===== src/hdl/isu_pkg.sv =====
// Package for the indexed sequence store: widths, capacity, opcodes,
// status codes and the control word broadcast to the cell row. No dependencies.
`default_nettype none

package isu_pkg;

  localparam int CAPACITY = 256;
  localparam int DATA_W   = 32;
  localparam int POS_W    = 9;
  localparam int CNT_W    = 9;

  // read tree: cells are OR-reduced in groups, group results are registered
  localparam int GROUP    = 16;
  localparam int NGROUP   = (CAPACITY + GROUP - 1) / GROUP;

  typedef enum logic [1:0] {
    KIND_READ   = 2'd0,
    KIND_INSERT = 2'd1,
    KIND_APPEND = 2'd2,
    KIND_DELETE = 2'd3
  } kind_e;

  typedef enum logic [1:0] {
    ST_DONE  = 2'd0,
    ST_RANGE = 2'd1,
    ST_FULL  = 2'd2
  } status_e;

  // broadcast to every cell in the row
  typedef struct packed {
    logic              ins;    // shift up from pos, load value at pos
    logic              del;    // shift down into pos
    logic [POS_W-1:0]  pos;
    logic [DATA_W-1:0] value;
  } cell_ctrl_t;

endpackage

`default_nettype wire


===== src/hdl/isu_cell.sv =====
// One positional cell of the sequence row: holds one element, takes from its
// left or right neighbor on insert/delete. Depends on isu_pkg.
`default_nettype none

module isu_cell
  import isu_pkg::*;
(
  input  wire                     clk_i,
  input  wire cell_ctrl_t         ctrl_i,
  input  wire logic [POS_W-1:0]   idx_i,
  input  wire logic [DATA_W-1:0]  left_i,
  input  wire logic [DATA_W-1:0]  right_i,
  output logic      [DATA_W-1:0]  value_o,
  output logic      [DATA_W-1:0]  rd_o
);

  logic [DATA_W-1:0] val_q, val_d;
  logic              hit, above;

  assign hit   = (idx_i == ctrl_i.pos);
  assign above = (idx_i > ctrl_i.pos);

  always_comb begin
    val_d = val_q;
    if (ctrl_i.ins) begin
      if (above)    val_d = left_i;
      else if (hit) val_d = ctrl_i.value;
    end else if (ctrl_i.del) begin
      if (hit || above) val_d = right_i;
    end
  end

  always_ff @(posedge clk_i) begin
    val_q <= val_d;
  end

  assign value_o = val_q;
  // only the addressed cell drives the read tree
  assign rd_o    = hit ? val_q : '0;

endmodule

`default_nettype wire


===== config.mk =====
export PLATFORM = sky130hd
export DESIGN_NAME = isu_cell
export DESIGN_NICKNAME = d
export VERILOG_FILES = /design/src/hdl/isu_pkg.sv /design/src/hdl/isu_cell.sv
export SDC_FILE = /design/constraint.sdc
export NUM_CORES = 1
export LEC_CHECK = 0
export CAP_MARGIN = 20
export CORE_MARGIN = 2
export CORE_UTILIZATION = 58
export CTS_CLUSTER_SIZE = 24
export DETAILED_ROUTE_END_ITERATION = 7
export DONT_BUFFER_PORTS = 1
export PLACE_DENSITY = 0.84
export REMOVE_ABC_BUFFERS = 1
export SLEW_MARGIN = 20
export SYNTH_ARGS = -nofsm -noshare
export SYNTH_HDL_FRONTEND = slang
export SYNTH_SLANG_ARGS = --single-unit

===== constraint.sdc =====
create_clock -name clk_i -period 4 [get_ports clk_i]
set_input_delay 0 -clock clk_i [delete_from_list [all_inputs] [get_ports clk_i]]
set_output_delay 0 -clock clk_i [all_outputs]
set_load 0.02 [all_outputs]

==> flow_metrics.env <==
export IMPL_syn_inst=279
export IMPL_grt_start_max_net_pins=67
export IMPL_slew_headroom_pct=26.6
export IMPL_die_x_um=74.7
export IMPL_critPathRequiredTime_ns=3.89
export IMPL_power_density_nw_per_um2=337
export IMPL_num_io_pins=181
export IMPL_synth_most_common_cell="and2_1"
export IMPL_worstPathArrival_ns=1.85
export IMPL_hold_viol=1
export IMPL_place_area_um2=2880
export IMPL_crit_end="value_o[0]"
export IMPL_power_frac_seq_pct=51.1
export IMPL_yosys_warnings=0
export IMPL_n_fill_cell=382
export IMPL_cp_end_kind="register"
export IMPL_clk_transition_reported_paths_ns=0.07
export IMPL_routabilityCongestion=0.659
export IMPL_dpl_worst_slack_ns=1.79
export IMPL_via_count=2202
export IMPL_cpPeakStageDelay_ns=0.83
export IMPL_critical_path_class="in2reg"
export IMPL_clock_path_buffers=2
export IMPL_path_buf_inv=1
export IMPL_drc_errors=0
export IMPL_area_growth_syn_to_layout_pct=9.55
export IMPL_whs_ns=-0.000960
export IMPL_finish_net_count=415
export IMPL_max_cap_violations=0
export IMPL_status="complete, but fails checks"
export IMPL_synth_area_um2=2900
export IMPL_leakage_nw=1.24
export IMPL_drt_total_wl_mm=6.47
export IMPL_p_sw_share_pct=31.1
export IMPL_hp_class="in2reg"
export IMPL_drt_initial_drc_count=93
export IMPL_final_cell_area_um2=3170
export IMPL_comb_power_share_pct=20.6
export IMPL_syn_area_per_cell_um2=10.4
export IMPL_start_util_pct=60.9
export IMPL_grt_overflow=0
export IMPL_drt_vias_per_instance=6.17
export IMPL_critPathSlowestCell="a21oi_4"
export IMPL_synth_async_sr_flop_share_pct=0
export IMPL_core_area_um2=4750
export IMPL_cp_max_fo=32
export IMPL_min_period_ns=1.96
export IMPL_synth_ff_type="edfxtp_1"
export IMPL_max_freq_ghz=0.511
export IMPL_finalSetupTns_ns=0
export IMPL_cts_tree="built"
export IMPL_diodes=0
export IMPL_synth_seq_area_share_pct=33.2
export IMPL_synth_cell_types=25
export IMPL_ir_drop_uv=242
export IMPL_grt_use_total_pct=21.8
export IMPL_netlist_top_cell_by_area="edfxtp_1"
export IMPL_critPathTopFamily="compound AO/OA/AOI/OAI gates"
export IMPL_violations="negative hold slack"
export IMPL_clockRootBuffer="clkbuf_8"
export IMPL_post_drt_wl_per_cell_um=18.1
export IMPL_critPathLaunchType="input port"
export IMPL_postCtsSetupBuffers=0
export IMPL_synth_area_leaders="edfxtp_1, a221oi_2, and2_1"
export IMPL_ys_seq_elements=32
export IMPL_die_area_um2=5580
export IMPL_multi_input_area_um2=1770
export IMPL_postRouteAntennaNets=0
export IMPL_dp_hpwl_mm=4.46
export IMPL_largest_reg_flops=32
export IMPL_cp_startpoint="ctrl_i[36]"
export IMPL_area_sequential_um2=961
export IMPL_grt_first_pass_wirelength_mm=9.28
export IMPL_min_period_over_period_pct=48.9
export IMPL_portBuffers=0
export IMPL_grt_setup_unrepaired="no"
export IMPL_setup_ws_ns=2.04
export IMPL_synth_top_area_share_pct=33.2
export IMPL_first_global_vias=2132
export IMPL_synth_edf_count=32
export IMPL_setup_viol=0
export IMPL_synthTopCellsByCount="and2_1, nor2_1, edfxtp_1, mux2i_1, nor2b_1"
export IMPL_cts_buffers=5
export IMPL_clkPwrFrac_pct=28.3
export IMPL_htree_levels=2
export IMPL_cts_sinks=32
export IMPL_crit_path_cell_trace="inv_1 -> ha_1 -> nand4_1 -> nor3_1 -> a211oi_4 -> a21oi_4"
export IMPL_placementRows=25
export IMPL_power_switching_mw=0.333
export IMPL_worst_slew_pin_slew_ns=1.10
export IMPL_dr_pass1_iters=4
export IMPL_cp_depth=6
export IMPL_antenna_found_initial=0
export IMPL_internal_power_mw=0.737
export IMPL_drive_gt1_share_pct=15.9
export IMPL_die_h_um=74.7
export IMPL_finalMaxSlewViolations=0
## layer usage
metal,vias up,global-route usage (%),routed length [µm]
li1,1037,-,-
met1,1043,23.9,2560
met2,117,42.1,3440
met3,5,5.22,428
met4,0,5.16,42
met5,-,0,0
## kinds of logic (layout without fill, tap and decap cells)
group,Yosys count,after routing,synth area share (%)
simple gates,136,136,27.0
compound gates,41,41,18.7
mux,32,32,11.1
flops,32,32,33.2
buf+inv,29,40,6.13
fa+ha+maj,9,9,3.89
## what timing repair did
action / in CTS / in global routing
resized for setup: 0 / 0
hold buffers: 19 / 0
endpoints found under the setup margin: 0 / 0
hold endpoints to repair: 19 / 0
## power by group through the flow
stage / sequential (mW) / combinational, mW / clock, mW
2_1_floorplan: 0.540 / 0.172 / 0
3_3_place_gp: 0.553 / 0.195 / 0
3_5_place_dp: 0.553 / 0.204 / 0
4_1_cts: 0.547 / 0.220 / 0.308
5_1_grt: 0.553 / 0.243 / 0.318
6_report: 0.547 / 0.220 / 0.303
## cell type report
cell class / count / share of cell area (%)
multi-input cells: 218 / 55.8
well taps: 67 / 2.64
repair buffers: 22 / 6.70
flip-flops and latches: 32 / 30.3
clock inverters: 2 / 1.10
inverters: 10 / 1.18
clock buffers: 6 / 2.29
## through the flow
step / total power [mW] / cells / utilization [%] / hold WS, ns
2_1_floorplan: 0.712 / 260 / - / 0.259
3_3_place_gp: 0.749 / 330 / 60.5 / 0.265
3_5_place_dp: 0.757 / 330 / 60.5 / 0.274
4_1_cts: 1.08 / 357 / 66.7 / 0.000524
5_1_grt: 1.11 / 357 / 66.7 / 0.0159
6_report: 1.07 / 357 / 66.7 / -0.000960
## cells in the final DEF (no fill, tap or decap), drive strengths merged, types with 6 or more instances in the layout
| cell type | n |
|---|---|
| and2 | 64 |
| nor2 | 33 |
| nor2b | 32 |
| mux2i | 32 |
| edfxtp | 32 |
| a221oi | 32 |
| dlygate4sd3 | 19 |
| inv | 10 |
| ha | 9 |
| clkbuf | 6 |
## worst min path at each step
| stage | from | to | slack (ns) | depth (start not counted) |
|---|---|---|---|---|
| after global placement | left_i[17] | value_o[17] | 0.27 | 2 |
| after floorplan | left_i[10] | value_o[10] | 0.26 | 2 |
| final | left_i[30] | value_o[30] | -0.001 | 2 |
| after global routing | left_i[30] | value_o[30] | 0.02 | 2 |
| after CTS | left_i[26] | value_o[26] | 0.0005 | 2 |
| after detailed placement | left_i[13] | value_o[13] | 0.27 | 2 |
Note: power is estimated with default switching activity, not from simulation.
